`config.mk`:
```
export PLATFORM = sky130hd
export DESIGN_NAME = modbus_response_deframer_flat
export DESIGN_NICKNAME = d
export VERILOG_FILES = /design/src/hw/rtl/mrd_pkg.sv /design/src/hw/rtl/mrd_in_if.sv /design/src/hw/rtl/mrd_out_if.sv /design/src/hw/rtl/mrd_cfg_if.sv /design/src/hw/rtl/mrd_core.sv /design/src/hw/rtl/mrd_result_fifo.sv /design/src/hw/rtl/modbus_response_deframer.sv /design/src/flat_wrapper.sv
export SDC_FILE = /design/constraint.sdc
export NUM_CORES = 1
export LEC_CHECK = 0
export BUFFER_PORTS_ARGS = -buffer_cell sky130_fd_sc_hd__buf_2
export CAP_MARGIN = 20
export CORE_AREA = 8 8 230 232
export CTS_CLUSTER_SIZE = 20
export DETAILED_ROUTE_END_ITERATION = 10
export DIE_AREA = 0 0 238 240
export PLACE_DENSITY = 0.81
export SYNTH_ARGS = -nofsm -noshare
export SYNTH_HDL_FRONTEND = slang
export SYNTH_HIERARCHICAL = 1
export SYNTH_SLANG_ARGS = --single-unit
```
`constraint.sdc`:
```
create_clock -name clk_i -period 30.2 [get_ports clk_i]
set_clock_uncertainty 0.15 [all_clocks]
set_input_delay 3.02 -clock clk_i [delete_from_list [all_inputs] [get_ports clk_i]]
set_output_delay 3.02 -clock clk_i [all_outputs]
set_load 0.01 [all_outputs]
```
`src/hw/rtl/mrd_pkg.sv`:
```
`default_nettype none

package mrd_pkg;

  localparam int MaxFrameBytes = 512;
  localparam int PosW          = $clog2(MaxFrameBytes + 1);

  // frame layout offsets
  localparam int TcpHdrBytes = 6;
  localparam int HdrDataOfs  = 3;
  localparam int EchoOfsRtu  = 4;
  localparam int EchoOfsTcp  = 10;

  // result queue
  localparam int OutDepth = 4;
  localparam int OutPtrW  = $clog2(OutDepth);
  localparam int OutCntW  = $clog2(OutDepth + 1);

  localparam logic [7:0] FcExcBit       = 8'h80;
  localparam logic [7:0] FcReadCoils    = 8'h01;
  localparam logic [7:0] FcReadDiscrete = 8'h02;
  localparam logic [7:0] FcReadHolding  = 8'h03;
  localparam logic [7:0] FcReadInput    = 8'h04;
  localparam logic [7:0] FcWriteCoil    = 8'h05;
  localparam logic [7:0] FcWriteReg     = 8'h06;
  localparam logic [7:0] FcWriteCoils   = 8'h0F;
  localparam logic [7:0] FcWriteRegs    = 8'h10;

  localparam logic [15:0] CrcInit = 16'hFFFF;
  localparam logic [15:0] CrcPoly = 16'hA001;

  localparam logic KindElement = 1'b0;
  localparam logic KindSummary = 1'b1;

  typedef logic [PosW-1:0] mrd_pos_t;

  typedef enum logic [2:0] {
    StOk      = 3'd0,
    StShort   = 3'd1,
    StCrc     = 3'd2,
    StProtoId = 3'd3,
    StLength  = 3'd4,
    StOddCnt  = 3'd5,
    StBadFunc = 3'd6,
    StExcLen  = 3'd7
  } mrd_status_e;

  typedef struct packed {
    logic        item_kind;
    logic [15:0] element_value;
    logic [7:0]  element_index;
    mrd_status_e status;
    logic [7:0]  unit_id;
    logic [7:0]  function_code;
    logic        is_exception;
    logic [7:0]  exception_code;
    logic [15:0] transaction_id;
    logic [15:0] echo_value;
    logic        last_of_run;
  } mrd_result_t;

  typedef struct packed {
    logic        elem_v;
    logic        summ_v;
    mrd_result_t elem;
    mrd_result_t summ;
  } mrd_push_t;

  // CRC-16/MODBUS, one byte
  function automatic logic [15:0] crc_byte(logic [15:0] crc, logic [7:0] b);
    logic [15:0] c;
    c = crc ^ {8'h00, b};
    for (int i = 0; i < 8; i++) begin
      if (c[0]) begin
        c = (c >> 1) ^ CrcPoly;
      end else begin
        c = c >> 1;
      end
    end
    return c;
  endfunction

endpackage

`default_nettype wire

```
`src/hw/rtl/mrd_in_if.sv`:
```
`default_nettype none

interface mrd_in_if;
  logic       valid;
  logic       ready;
  logic [7:0] frame_byte;
  logic       frame_end;

  modport source (output valid, frame_byte, frame_end, input ready);
  modport sink   (input valid, frame_byte, frame_end, output ready);
endinterface

`default_nettype wire

```
`src/hw/rtl/mrd_out_if.sv`:
```
`default_nettype none

interface mrd_out_if;
  logic        valid;
  logic        ready;
  logic        item_kind;
  logic [15:0] element_value;
  logic [7:0]  element_index;
  logic [2:0]  status;
  logic [7:0]  unit_id;
  logic [7:0]  function_code;
  logic        is_exception;
  logic [7:0]  exception_code;
  logic [15:0] transaction_id;
  logic [15:0] echo_value;
  logic        last_of_run;

  modport source (output valid, item_kind, element_value, element_index, status, unit_id,
                  function_code, is_exception, exception_code, transaction_id, echo_value,
                  last_of_run, input ready);
  modport sink   (input valid, item_kind, element_value, element_index, status, unit_id,
                  function_code, is_exception, exception_code, transaction_id, echo_value,
                  last_of_run, output ready);
endinterface

`default_nettype wire

```
`src/hw/rtl/mrd_cfg_if.sv`:
```
`default_nettype none

interface mrd_cfg_if;
  logic valid;
  logic ready;
  logic transport_mode;

  modport source (output valid, transport_mode, input ready);
  modport sink   (input valid, transport_mode, output ready);
endinterface

`default_nettype wire

```
`src/hw/rtl/mrd_core.sv`:
```
`default_nettype none

module mrd_core (
  input  wire logic             clk_i,
  input  wire logic             rst_ni,
  input  wire logic             take_i,
  input  wire logic [7:0]       byte_i,
  input  wire logic             end_i,
  input  wire logic             tcp_i,
  output mrd_pkg::mrd_push_t    push_o
);

  mrd_pkg::mrd_pos_t pos_q, pos_d, pos_c;
  logic [15:0]       crc_q, crc_d, crc_c;
  logic [15:0]       tid_q, tid_d, tid_c;
  logic [15:0]       pid_q, pid_d, pid_c;
  logic [15:0]       mlen_q, mlen_d, mlen_c;
  logic [7:0]        unit_q, unit_d, unit_c;
  logic [7:0]        func_q, func_d, func_c;
  logic [7:0]        count_q, count_d, count_c;
  logic [15:0]       echo_q, echo_d, echo_c;
  logic [7:0]        hold_q, hold_d, hold_c;
  logic [7:0]        ecnt_q, ecnt_d, ecnt_c;

  mrd_pkg::mrd_pos_t off, dstart, echo_at, k;
  logic              elem_v;
  logic [15:0]       elem_val;
  logic              exc;
  mrd_pkg::mrd_status_e st;

  // field capture and payload element
  always_comb begin
    off     = tcp_i ? mrd_pkg::mrd_pos_t'(mrd_pkg::TcpHdrBytes) : '0;
    dstart  = off + mrd_pkg::mrd_pos_t'(mrd_pkg::HdrDataOfs);
    echo_at = tcp_i ? mrd_pkg::mrd_pos_t'(mrd_pkg::EchoOfsTcp)
                    : mrd_pkg::mrd_pos_t'(mrd_pkg::EchoOfsRtu);
    k       = pos_q - dstart;

    crc_c   = mrd_pkg::crc_byte(crc_q, byte_i);
    tid_c   = tid_q;
    pid_c   = pid_q;
    mlen_c  = mlen_q;
    unit_c  = unit_q;
    func_c  = func_q;
    count_c = count_q;
    echo_c  = echo_q;
    hold_c  = hold_q;

    if (tcp_i) begin
      if (pos_q == mrd_pkg::mrd_pos_t'(0)) tid_c[15:8]  = byte_i;
      if (pos_q == mrd_pkg::mrd_pos_t'(1)) tid_c[7:0]   = byte_i;
      if (pos_q == mrd_pkg::mrd_pos_t'(2)) pid_c[15:8]  = byte_i;
      if (pos_q == mrd_pkg::mrd_pos_t'(3)) pid_c[7:0]   = byte_i;
      if (pos_q == mrd_pkg::mrd_pos_t'(4)) mlen_c[15:8] = byte_i;
      if (pos_q == mrd_pkg::mrd_pos_t'(5)) mlen_c[7:0]  = byte_i;
    end
    if (pos_q == off)                                  unit_c       = byte_i;
    if (pos_q == off + mrd_pkg::mrd_pos_t'(1))         func_c       = byte_i;
    if (pos_q == off + mrd_pkg::mrd_pos_t'(2))         count_c      = byte_i;
    if (pos_q == echo_at)                              echo_c[15:8] = byte_i;
    if (pos_q == echo_at + mrd_pkg::mrd_pos_t'(1))     echo_c[7:0]  = byte_i;

    // header bytes all sit below the data area, so registered func/count are current
    elem_v   = 1'b0;
    elem_val = '0;
    if (pos_q < mrd_pkg::mrd_pos_t'(mrd_pkg::MaxFrameBytes) && pos_q >= dstart &&
        func_q inside {[mrd_pkg::FcReadCoils:mrd_pkg::FcReadInput]} &&
        k < mrd_pkg::mrd_pos_t'(count_q)) begin
      if (func_q <= mrd_pkg::FcReadDiscrete) begin
        elem_v   = 1'b1;
        elem_val = {8'h00, byte_i};
      end else if (!k[0]) begin
        hold_c = byte_i;
      end else begin
        elem_v   = 1'b1;
        elem_val = {hold_q, byte_i};
      end
    end
    ecnt_c = elem_v ? ecnt_q + 8'd1 : ecnt_q;
    pos_c  = (pos_q < mrd_pkg::mrd_pos_t'(mrd_pkg::MaxFrameBytes)) ?
             pos_q + mrd_pkg::mrd_pos_t'(1) : pos_q;
  end

  // frame check on the captured values
  always_comb begin
    exc = (func_c & mrd_pkg::FcExcBit) != 8'h00;
    st  = mrd_pkg::StOk;
    if (!tcp_i) begin
      if (pos_c < mrd_pkg::mrd_pos_t'(4)) begin
        st = mrd_pkg::StShort;
      end else if (crc_c != 16'h0000) begin
        st = mrd_pkg::StCrc;
      end else if (exc) begin
        st = (pos_c != mrd_pkg::mrd_pos_t'(5)) ? mrd_pkg::StExcLen : mrd_pkg::StOk;
      end else if (func_c inside {[mrd_pkg::FcReadCoils:mrd_pkg::FcReadInput]}) begin
        if (pos_c < mrd_pkg::mrd_pos_t'(5)) begin
          st = mrd_pkg::StShort;
        end else if ({{(mrd_pkg::PosW+1-8){1'b0}}, count_c} + (mrd_pkg::PosW+1)'(5) !=
                     {1'b0, pos_c}) begin
          st = mrd_pkg::StLength;
        end else if (func_c >= mrd_pkg::FcReadHolding && count_c[0]) begin
          st = mrd_pkg::StOddCnt;
        end
      end else if (func_c inside {mrd_pkg::FcWriteCoil, mrd_pkg::FcWriteReg,
                                  mrd_pkg::FcWriteCoils, mrd_pkg::FcWriteRegs}) begin
        st = (pos_c != mrd_pkg::mrd_pos_t'(8)) ? mrd_pkg::StLength : mrd_pkg::StOk;
      end else begin
        st = mrd_pkg::StBadFunc;
      end
    end else begin
      if (pos_c < mrd_pkg::mrd_pos_t'(8)) begin
        st = mrd_pkg::StShort;
      end else if (pid_c != 16'h0000) begin
        st = mrd_pkg::StProtoId;
      end else if (mlen_c < 16'd2 ||
                   {1'b0, mlen_c} + 17'd6 > 17'(pos_c)) begin
        st = mrd_pkg::StLength;
      end else if (exc) begin
        st = (mlen_c != 16'd3) ? mrd_pkg::StExcLen : mrd_pkg::StOk;
      end else if (func_c inside {[mrd_pkg::FcReadCoils:mrd_pkg::FcReadInput]}) begin
        if (mlen_c < 16'd3 || {8'h00, count_c} + 16'd3 != mlen_c) begin
          st = mrd_pkg::StLength;
        end else if (func_c >= mrd_pkg::FcReadHolding && count_c[0]) begin
          st = mrd_pkg::StOddCnt;
        end
      end else if (func_c inside {mrd_pkg::FcWriteCoil, mrd_pkg::FcWriteReg,
                                  mrd_pkg::FcWriteCoils, mrd_pkg::FcWriteRegs}) begin
        st = (mlen_c != 16'd6) ? mrd_pkg::StLength : mrd_pkg::StOk;
      end else begin
        st = mrd_pkg::StBadFunc;
      end
    end
  end

  // results
  always_comb begin
    push_o = '0;
    push_o.elem_v                   = take_i && elem_v;
    push_o.elem.item_kind           = mrd_pkg::KindElement;
    push_o.elem.element_value       = elem_val;
    push_o.elem.element_index       = ecnt_q;
    push_o.elem.status              = mrd_pkg::StOk;
    push_o.elem.last_of_run         = !end_i;

    push_o.summ_v                   = take_i && end_i;
    push_o.summ.item_kind           = mrd_pkg::KindSummary;
    push_o.summ.status              = st;
    push_o.summ.unit_id             = unit_c;
    push_o.summ.function_code       = func_c;
    push_o.summ.is_exception        = exc;
    push_o.summ.exception_code      = exc ? count_c : 8'h00;
    push_o.summ.transaction_id      = tcp_i ? tid_c : 16'h0000;
    push_o.summ.echo_value          = (func_c == mrd_pkg::FcWriteCoil ||
                                       func_c == mrd_pkg::FcWriteReg) ? echo_c : 16'h0000;
    push_o.summ.last_of_run         = 1'b1;
  end

  // next frame state: hold, advance, or clear at frame end
  always_comb begin
    pos_d   = pos_q;
    crc_d   = crc_q;
    tid_d   = tid_q;
    pid_d   = pid_q;
    mlen_d  = mlen_q;
    unit_d  = unit_q;
    func_d  = func_q;
    count_d = count_q;
    echo_d  = echo_q;
    hold_d  = hold_q;
    ecnt_d  = ecnt_q;
    if (take_i) begin
      if (end_i) begin
        pos_d   = '0;
        crc_d   = mrd_pkg::CrcInit;
        tid_d   = '0;
        pid_d   = '0;
        mlen_d  = '0;
        unit_d  = '0;
        func_d  = '0;
        count_d = '0;
        echo_d  = '0;
        hold_d  = '0;
        ecnt_d  = '0;
      end else begin
        pos_d   = pos_c;
        crc_d   = crc_c;
        tid_d   = tid_c;
        pid_d   = pid_c;
        mlen_d  = mlen_c;
        unit_d  = unit_c;
        func_d  = func_c;
        count_d = count_c;
        echo_d  = echo_c;
        hold_d  = hold_c;
        ecnt_d  = ecnt_c;
      end
    end
  end

  always_ff @(posedge clk_i or negedge rst_ni) begin
    if (!rst_ni) begin
      pos_q   <= '0;
      crc_q   <= mrd_pkg::CrcInit;
      tid_q   <= '0;
      pid_q   <= '0;
      mlen_q  <= '0;
      unit_q  <= '0;
      func_q  <= '0;
      count_q <= '0;
      echo_q  <= '0;
      hold_q  <= '0;
      ecnt_q  <= '0;
    end else begin
      pos_q   <= pos_d;
      crc_q   <= crc_d;
      tid_q   <= tid_d;
      pid_q   <= pid_d;
      mlen_q  <= mlen_d;
      unit_q  <= unit_d;
      func_q  <= func_d;
      count_q <= count_d;
      echo_q  <= echo_d;
      hold_q  <= hold_d;
      ecnt_q  <= ecnt_d;
    end
  end

`ifndef SYNTHESIS
  a_pos_sat: assert property (@(posedge clk_i) disable iff (!rst_ni)
    pos_q <= mrd_pkg::mrd_pos_t'(mrd_pkg::MaxFrameBytes))
    else $error("byte position past saturation limit");
  a_end_clears: assert property (@(posedge clk_i) disable iff (!rst_ni)
    push_o.summ_v |=> (pos_q == '0 && crc_q == mrd_pkg::CrcInit && ecnt_q == '0))
    else $error("frame state not cleared after frame end");
  a_elem_read_only: assert property (@(posedge clk_i) disable iff (!rst_ni)
    push_o.elem_v |-> (func_q >= mrd_pkg::FcReadCoils && func_q <= mrd_pkg::FcReadInput))
    else $error("payload element outside a read response");
`endif

endmodule

`default_nettype wire

```
`src/hw/rtl/mrd_result_fifo.sv`:
```
`default_nettype none

module mrd_result_fifo (
  input  wire logic                clk_i,
  input  wire logic                rst_ni,
  input  wire mrd_pkg::mrd_push_t  push_i,
  input  wire logic                pop_i,
  output logic                     valid_o,
  output mrd_pkg::mrd_result_t     data_o,
  output logic                     room_o
);

  mrd_pkg::mrd_result_t              mem_q [mrd_pkg::OutDepth];
  logic [mrd_pkg::OutPtrW-1:0]       wp_q, wp_d, rp_q, rp_d;
  logic [mrd_pkg::OutCntW-1:0]       count_q, count_d;
  logic [1:0]                        n_push;
  logic                              pop;
  mrd_pkg::mrd_result_t              first;

  assign valid_o = count_q != '0;
  assign data_o  = mem_q[rp_q];
  // an end byte can push two results, so keep two slots free before taking a byte
  assign room_o  = count_q <= mrd_pkg::OutCntW'(mrd_pkg::OutDepth - 2);
  assign pop     = pop_i && valid_o;
  assign n_push  = {1'b0, push_i.elem_v} + {1'b0, push_i.summ_v};
  assign first   = push_i.elem_v ? push_i.elem : push_i.summ;

  always_comb begin
    wp_d    = wp_q + mrd_pkg::OutPtrW'(n_push);
    rp_d    = pop ? rp_q + mrd_pkg::OutPtrW'(1) : rp_q;
    count_d = count_q + mrd_pkg::OutCntW'(n_push) - mrd_pkg::OutCntW'(pop);
  end

  always_ff @(posedge clk_i) begin
    if (n_push != 2'd0) begin
      mem_q[wp_q] <= first;
    end
    if (n_push == 2'd2) begin
      mem_q[wp_q + mrd_pkg::OutPtrW'(1)] <= push_i.summ;
    end
  end

  always_ff @(posedge clk_i or negedge rst_ni) begin
    if (!rst_ni) begin
      wp_q    <= '0;
      rp_q    <= '0;
      count_q <= '0;
    end else begin
      wp_q    <= wp_d;
      rp_q    <= rp_d;
      count_q <= count_d;
    end
  end

`ifndef SYNTHESIS
  a_no_overflow: assert property (@(posedge clk_i) disable iff (!rst_ni)
    count_q <= mrd_pkg::OutCntW'(mrd_pkg::OutDepth))
    else $error("result queue overflow");
  a_push_has_room: assert property (@(posedge clk_i) disable iff (!rst_ni)
    (push_i.elem_v || push_i.summ_v) |-> room_o)
    else $error("push without room for two results");
  a_stall_keeps: assert property (@(posedge clk_i) disable iff (!rst_ni)
    (valid_o && !pop_i) |=> count_q >= $past(count_q))
    else $error("result dropped while stalled");
  a_ptr_count: assert property (@(posedge clk_i) disable iff (!rst_ni)
    (count_q == mrd_pkg::OutCntW'(mrd_pkg::OutDepth)) ||
    (wp_q - rp_q == mrd_pkg::OutPtrW'(count_q)))
    else $error("queue pointers disagree with count");
`endif

endmodule

`default_nettype wire

```
`src/hw/rtl/modbus_response_deframer.sv`:
```
// Modbus response deframer, RTU or TCP framing.
// in_i  : one frame byte per beat, frame_end set on the last byte of the frame.
// out_o : result beats. item_kind 0 is a provisional payload element (coil byte
//         for FC01/02, big-endian word for FC03/04); item_kind 1 is the frame
//         summary with status and header fields. last_of_run marks the final
//         result caused by one byte (an end byte can cause an element and a
//         summary).
// cfg_i : transport_mode write, 0 RTU with CRC, 1 TCP with MBAP header; always
//         ready; written only while the block is idle, a user rule not enforced.
// Timing: a byte lands in the input register at its beat, is parsed once the
//         queue has room (CRC, field capture, checks) and its results are written
//         to a 4-entry result queue, from which they are offered; a result thus
//         passes the input register and the queue. One byte per cycle is sustained
//         while the queue has room; the output channel moves one result per cycle,
//         so a frame end with a payload element costs two output beats.
// Stall: when out_o is held, the queue fills; bytes are taken while it has two
//         free slots, then in_i.ready drops. Nothing is lost or repeated.
// Reset: rst_ni clears frame state (CRC to 0xFFFF), empties the queue and sets
//         RTU mode. The block is ready right after reset.
`default_nettype none

module modbus_response_deframer (
  input  wire logic  clk_i,
  input  wire logic  rst_ni,
  mrd_in_if.sink     in_i,
  mrd_out_if.source  out_o,
  mrd_cfg_if.sink    cfg_i
);

  logic                 mode_q, mode_d;
  logic                 in_valid_q, in_valid_d;
  logic [7:0]           in_byte_q;
  logic                 in_end_q;
  logic                 take;
  logic                 room;
  mrd_pkg::mrd_push_t   push;
  mrd_pkg::mrd_result_t res;

  assign cfg_i.ready = 1'b1;
  assign take        = in_valid_q && room;
  assign in_i.ready  = !in_valid_q || take;

  always_comb begin
    mode_d     = (cfg_i.valid && cfg_i.ready) ? cfg_i.transport_mode : mode_q;
    in_valid_d = (in_i.valid && in_i.ready) ? 1'b1 : (take ? 1'b0 : in_valid_q);
  end

  always_ff @(posedge clk_i or negedge rst_ni) begin
    if (!rst_ni) begin
      mode_q     <= 1'b0;
      in_valid_q <= 1'b0;
    end else begin
      mode_q     <= mode_d;
      in_valid_q <= in_valid_d;
    end
  end

  always_ff @(posedge clk_i) begin
    if (in_i.valid && in_i.ready) begin
      in_byte_q <= in_i.frame_byte;
      in_end_q  <= in_i.frame_end;
    end
  end

  mrd_core u_core (
    .clk_i  (clk_i),
    .rst_ni (rst_ni),
    .take_i (take),
    .byte_i (in_byte_q),
    .end_i  (in_end_q),
    .tcp_i  (mode_q),
    .push_o (push)
  );

  mrd_result_fifo u_fifo (
    .clk_i   (clk_i),
    .rst_ni  (rst_ni),
    .push_i  (push),
    .pop_i   (out_o.ready),
    .valid_o (out_o.valid),
    .data_o  (res),
    .room_o  (room)
  );

  assign out_o.item_kind      = res.item_kind;
  assign out_o.element_value  = res.element_value;
  assign out_o.element_index  = res.element_index;
  assign out_o.status         = res.status;
  assign out_o.unit_id        = res.unit_id;
  assign out_o.function_code  = res.function_code;
  assign out_o.is_exception   = res.is_exception;
  assign out_o.exception_code = res.exception_code;
  assign out_o.transaction_id = res.transaction_id;
  assign out_o.echo_value     = res.echo_value;
  assign out_o.last_of_run    = res.last_of_run;

endmodule

`default_nettype wire

```
`src/flat_wrapper.sv`:
```
// flat-port wrapper written by rule: the top's interface ports become plain ports
module modbus_response_deframer_flat 
  (clk_i, rst_ni, in_i_valid, in_i_frame_byte, in_i_frame_end, in_i_ready, out_o_valid, out_o_item_kind, out_o_element_value, out_o_element_index, out_o_status, out_o_unit_id, out_o_function_code, out_o_is_exception, out_o_exception_code, out_o_transaction_id, out_o_echo_value, out_o_last_of_run, out_o_ready, cfg_i_valid, cfg_i_transport_mode, cfg_i_ready);
  mrd_in_if in_i_i ();
  mrd_out_if out_o_i ();
  mrd_cfg_if cfg_i_i ();
  input  wire logic clk_i;
  input  wire logic rst_ni;
  input wire logic [$bits(in_i_i.valid)-1:0] in_i_valid;
  input wire logic [$bits(in_i_i.frame_byte)-1:0] in_i_frame_byte;
  input wire logic [$bits(in_i_i.frame_end)-1:0] in_i_frame_end;
  output wire logic [$bits(in_i_i.ready)-1:0] in_i_ready;
  output wire logic [$bits(out_o_i.valid)-1:0] out_o_valid;
  output wire logic [$bits(out_o_i.item_kind)-1:0] out_o_item_kind;
  output wire logic [$bits(out_o_i.element_value)-1:0] out_o_element_value;
  output wire logic [$bits(out_o_i.element_index)-1:0] out_o_element_index;
  output wire logic [$bits(out_o_i.status)-1:0] out_o_status;
  output wire logic [$bits(out_o_i.unit_id)-1:0] out_o_unit_id;
  output wire logic [$bits(out_o_i.function_code)-1:0] out_o_function_code;
  output wire logic [$bits(out_o_i.is_exception)-1:0] out_o_is_exception;
  output wire logic [$bits(out_o_i.exception_code)-1:0] out_o_exception_code;
  output wire logic [$bits(out_o_i.transaction_id)-1:0] out_o_transaction_id;
  output wire logic [$bits(out_o_i.echo_value)-1:0] out_o_echo_value;
  output wire logic [$bits(out_o_i.last_of_run)-1:0] out_o_last_of_run;
  input wire logic [$bits(out_o_i.ready)-1:0] out_o_ready;
  input wire logic [$bits(cfg_i_i.valid)-1:0] cfg_i_valid;
  input wire logic [$bits(cfg_i_i.transport_mode)-1:0] cfg_i_transport_mode;
  output wire logic [$bits(cfg_i_i.ready)-1:0] cfg_i_ready;
  assign in_i_i.valid = in_i_valid;
  assign in_i_i.frame_byte = in_i_frame_byte;
  assign in_i_i.frame_end = in_i_frame_end;
  assign in_i_ready = in_i_i.ready;
  assign out_o_valid = out_o_i.valid;
  assign out_o_item_kind = out_o_i.item_kind;
  assign out_o_element_value = out_o_i.element_value;
  assign out_o_element_index = out_o_i.element_index;
  assign out_o_status = out_o_i.status;
  assign out_o_unit_id = out_o_i.unit_id;
  assign out_o_function_code = out_o_i.function_code;
  assign out_o_is_exception = out_o_i.is_exception;
  assign out_o_exception_code = out_o_i.exception_code;
  assign out_o_transaction_id = out_o_i.transaction_id;
  assign out_o_echo_value = out_o_i.echo_value;
  assign out_o_last_of_run = out_o_i.last_of_run;
  assign out_o_i.ready = out_o_ready;
  assign cfg_i_i.valid = cfg_i_valid;
  assign cfg_i_i.transport_mode = cfg_i_transport_mode;
  assign cfg_i_ready = cfg_i_i.ready;
  modbus_response_deframer u_core (.clk_i(clk_i), .rst_ni(rst_ni), .in_i(in_i_i), .out_o(out_o_i), .cfg_i(cfg_i_i));
endmodule
```
Yosys cells after proc, flatten, opt, wreduce, memory -nomap -nowiden
Memory sizes are Yosys's and may differ from the RTL's.
Cells that the tools add are included.

operators by class
  reductions and logical operators = 28
  add/sub/neg operators = 16
  muxes and demuxes = 76
  bitwise operators = 9
  $lt $le $gt $ge = 16
  equality and inequality tests = 23

operators by type and width
  cell                                                                              count
  16-bit 2-to-1 mux                                                                 21
  8-bit 2-to-1 mux                                                                  21
  86-bit 2-to-1 mux                                                                 1
  3-bit 2-to-1 mux                                                                  21
  16-bit by 2-bit < comparator with 1-bit output, second input constant             2
  16-bit nonzero test                                                               2
  10-bit equality test                                                              3
  2-bit inverter with 3-bit output                                                  8
  10-bit by 1-bit adder with 10-bit output, second input constant                   2
  10-bit by 2-bit adder with 10-bit output, second input constant                   2
  10-bit by 2-bit equality test with 1-bit output, second input constant            2
  10-bit by 3-bit equality test with 1-bit output, second input constant            2
  10-bit by 3-bit < comparator with 1-bit output, second input constant             2
  10-bit 2-to-1 mux                                                                 2
  16-bit by 3-bit adder with 17-bit output, second input constant                   1
  17-bit by 10-bit > comparator with 1-bit output                                   1
  8-bit by 3-bit equality test with 1-bit output, second input constant             2
  8-bit by 1-bit >= comparator with 1-bit output, second input constant             2
  8-bit by 3-bit less-or-equal comparator with 1-bit output, second input constant  2
  16-bit by 2-bit inequality test with 1-bit output, second input constant          1
  16-bit by 3-bit inequality test with 1-bit output, second input constant          1
  9-bit by 16-bit inequality test with 1-bit output                                 1
  16-bit by 8-bit bitwise XOR with 16-bit output                                    1
  1-bit logical AND                                                                 11
  37 further kinds                                                                  54

storage, ports and cells
  logic and storage cells = 187
  input bits = 15
  memories kept = 1
  register bits after elaboration = 148
  memory bits (writable) = 344
  output and inout port bits = 89

memories
  memory               words  width  rd ports  clocked after memory_dff  write ports  line                   source
  u_core.u_fifo.mem_q  4      86     1         0                         2            mrd_result_fifo.sv:13  mrd_pkg::mrd_result_t mem_q [mrd_pkg::OutDepth];

Logic depth before layout (Yosys ltp)
  word-level depth = 22
  gate-level depth with buffers = 23

Cells and area by module
The synthesis kept the hierarchy.

modules (own cells, without submodules)
  module                    area an instance (um^2)  times used  seq. area each (um^2)  cells an instance
  mrd_result_fifo           18391.4                  1           10505.1                1300
  mrd_core                  10516.3                  1           3273.1                 1319
  modbus_response_deframer  381.6                    1           320.3                  18

Worst setup path before layout
No wires, ideal clock.

  path kind = reg-to-reg
  from = reg u_core.mode_q
  to = mem u_core/u_fifo/mem_q[3][0] in the netlist's numbering (enable)
  setup time = 662 ps
  cell stages (with the launch flop) = 18
  buffers on the path = 3
  data arrival time = 10370 ps
  period minus slack after synthesis = 11182 ps
  setup slack = 19018 ps
  cells stage by stage = dfrtp_1 > clkinv_1 > clkbuf_1 > ha_1 > a211o_1 > nor3_1 > xnor2_1 > ha_1 > a211oi_1 > nand3_1 > nor3b_1 > and2_1 > buf_2 > clkbuf_1 > inv_1 > ha_1 > nand2b_1 > a21boi_0

RTL lines
  element                   line                            source
  start: declaration        modbus_response_deframer.sv:30  logic mode_q, mode_d;
  start signal: assignment  modbus_response_deframer.sv:53  mode_q <= mode_d;
  end: declaration          mrd_result_fifo.sv:13

==> qor.csv <==
metric,value,unit
worst_ep_arrival_time,7.92,ns
yosysMostFrequentCell,edfxtp_1,
synth_edf_count,353,
dieWidth,238,µm
vias_per_cell,6.92,
routed_wl,82.7,mm
crit_type,reg -> reg,
fin_crit_sh,26.0,%
route.detailed.wl_per_inst,25.0,µm
syn_inst,2637,
cell_internal_pwr,1740,µW
yosysTopAreaCell,edfxtp_1,
portBuffers,102,
grt_max_degree,104,
cp_common_cell,ha_1,
drtIter0Drc,3027,
synth_seq_cells,492,
fmax,0.127,GHz
netSwitchingPower,1090,µW
ir_drop,0.0505,mV
yosysUniqueCellTypes,87,
crit_required,30.28,ns
post-route-min-period,7.84,ns
hold_viol,0,
hold_class,reg -> reg,
yosys_warnings,6,
worst_pin_slew,1.21,ns
area_growth,6.84,%
die_h,240,µm
cellLeakagePower,0.0111,µW
stdcell_area,31300,µm²
power_frac_clock,23.7,%
antenna_cells,0,
start_kind,flop,
grt_pass1_wl,128,mm
ant_nets,0,
initial_utilization,59.2,%
rsz0062_at_grt,false,
core,49500,µm²
crit_family,simple AND/OR/NAND/NOR gates,
antenna_found_initial,1,
pre_cts_slack,22.48,ns
synthesis.area,29300,µm²
cts_tree,yes,
ios,104,
grtUsageTotal,28.3,%
place_area,29500,µm²
drv_slew,0,
synthTopCellsByCount,"edfxtp_1, nand2_1, o221ai_1",
setup_viol,0,
switching_share,38.6,%
synth_area_leaders,"edfxtp_1, dfrtp_1, o221ai_1",
drive_gt1_share,15.1,%
critPathBufInv,3,
ys_seq_area_share,48.1,%
clk_pin_slew,0.06,ns
final_nets,2654,
p_seq_share,34.3,%
path_cells,"clkinv_1, ha_1, a211o_1, nor3_1, xnor2_1, ha_1, a211oi_1, nand3_1, nor3b_1, buf_4, and2_4, ha_1, and3b_4, a21o_4, buf_4",
cts_setup_buffers,0,
max_slew_margin,19.5,%
setup_ws,22.36,ns
cts_sinks,492,
gp_congestion,0.966,
overflow,0,
crit_slowest_cell,and2_4,
num_rows,82,
ctsHoldBuffers,0,
status,completed,
synthArstFlopShare,28.3,%
clk_latency,0.62,ns
cap_violations,0,
dp_hpwl,50.4,mm
avgSynthCellArea,11.1,µm²
vias,22900,
clockBufferDepth,3,
dieArea,57100,µm²
p_comb_share,41.9,%
drtPass1Iterations,7,
p_per_area,90.3,nW/µm²
cts_max_level,2,
drc_errors,0,
slowest_delay,0.79,ns
grt_pass1_vias,22700,
numCtsBuffers,51,
clock-root-buffer,clkbuf_16,
ctsResizeCount,0,
end_kind,flop,
setup_tns,0,ns
synth_top_flop_cell,edfxtp_1,
crit_fanout,95,
synth_top_cell_area_share,36.2,%
==> stage by stage <==
step	power, µW	utilization, %	hold WS (ns)	std cells
final	2830	63.3	0.338	3315
after global routing	2960	63.3	0.352	3315
after CTS	2810	63.3	0.330	3315
after detailed placement	2140	59.7	0.316	3220
after global placement	2110	59.7	0.303	3220
after floorplan	1800	-	0.291	2722
==> final timing paths <==
check,from,to,slack (ns),cells after the start
worst min register to register,u_core/u_core/pid_q[5],u_core/u_core/pid_q[5],0.34,2
max in group asynchronous,rst_ni,u_core/u_fifo/rp_q[1],26.14,2
worst max-delay path,u_core/mode_q,u_core/u_fifo/mem_q[2][22],22.36,15
worst min-delay path,u_core/u_core/pid_q[5],u_core/u_core/pid_q[5],0.34,2
worst max register to register,u_core/mode_q,u_core/u_fifo/mem_q[2][22],22.36,15
min in group asynchronous,rst_ni,u_core/u_core/tid_q[11],2.34,1
==> sequential cells by signal (all words and copies together) (netlist names), 3 cells and up <==
signal	cells
u_core/u_core/echo_q	16
u_core/u_core/ecnt_q	8
u_core/u_core/count_q	8
u_core/u_core/tid_q	16
u_core/in_byte_q	8
u_core/u_core/unit_q	8
u_core/u_fifo/mem_q	344
u_core/u_core/crc_q	16
u_core/u_fifo/count_q	3
u_core/u_core/pid_q	16
u_core/u_core/mlen_q	16
u_core/u_core/pos_q	10
u_core/u_core/func_q	8
u_core/u_core/hold_q	8
==> worst reg2reg max path, stage by stage (launching register included) <==
cell      delay (ns)
dfrtp_1         0.61
clkinv_1        0.54
ha_1            0.54
a211o_1         0.32
nor3_1          0.18
xnor2_1         0.16
ha_1            0.27
a211oi_1        0.30
nand3_1         0.18
nor3b_1         0.31
buf_4           0.28
and2_4          0.80
ha_1            0.64
and3b_4         0.76
a21o_4          0.60
buf_4           0.76
==> cell usage in the layout, fill, tap and decap left out, drive strengths merged, types with 21 or more instances in the layout <==
master	synthesis	layout
a21boi	36	36
a21oi	76	76
and2	31	31
buf	200	140
clkbuf	114	66
conb	3	88
dfrtp	123	123
edfxtp	353	353
ha	36	36
inv	93	100
mux2i	32	32
mux4	86	86
nand2	352	352
nand2b	183	183
nand4	22	22
nor2	60	60
nor3	36	36
o21ai	87	87
o221ai	346	346
o22ai	50	50
xnor2	61	61
xor2	21	21
==> routing by layer <==
metal | global-route usage [%] | vias up | wire [µm]
met3 | 5.88 | 252 | 9180
met1 | 36.8 | 11100 | 31200
met4 | 11.9 | 2 | 3130
met5 | 0 | - | 26
li1 | - | 9961 | -
met2 | 46.0 | 1582 | 39100
==> power groups by stage <==
stage          clock [µW]  combinational [µW]  sequential, µW
2_1_floorplan           0                 870             931
3_3_place_gp            0                1130             973
3_5_place_dp            0                1160             981
4_1_cts               675                1170             968
5_1_grt               701                1270             983
6_report              671                1190             969
==> cell families (layout without fill, tap and decap cells) <==
group | count (synthesis) | count (layout) | share of synthesized area, %
AND/OR/NAND/NOR | 800 | 800 | 13.9
multiplexers | 133 | 133 | 8.36
other | 3 | 88 | 0.0384
buffers and inverters | 408 | 329 | 7.41
XOR/XNOR | 82 | 82 | 2.45
AO/OA/AOI/OAI | 681 | 681 | 18.1
flip-flops | 492 | 492 | 48.1
adder cells (fa/ha/maj) | 38 | 38 | 1.67
==> area by class of cell <==
class                      instances  area, µm²
timing repair buffer             140        802
tap                              672        841
inverter                          94        353
clock buffer                      66       1380
clock inverter                    29        388
fill                            3715      18200
sequential                       492      14100
multi-input combinational       1822      13400
Power figures use the tool's default switching activity.
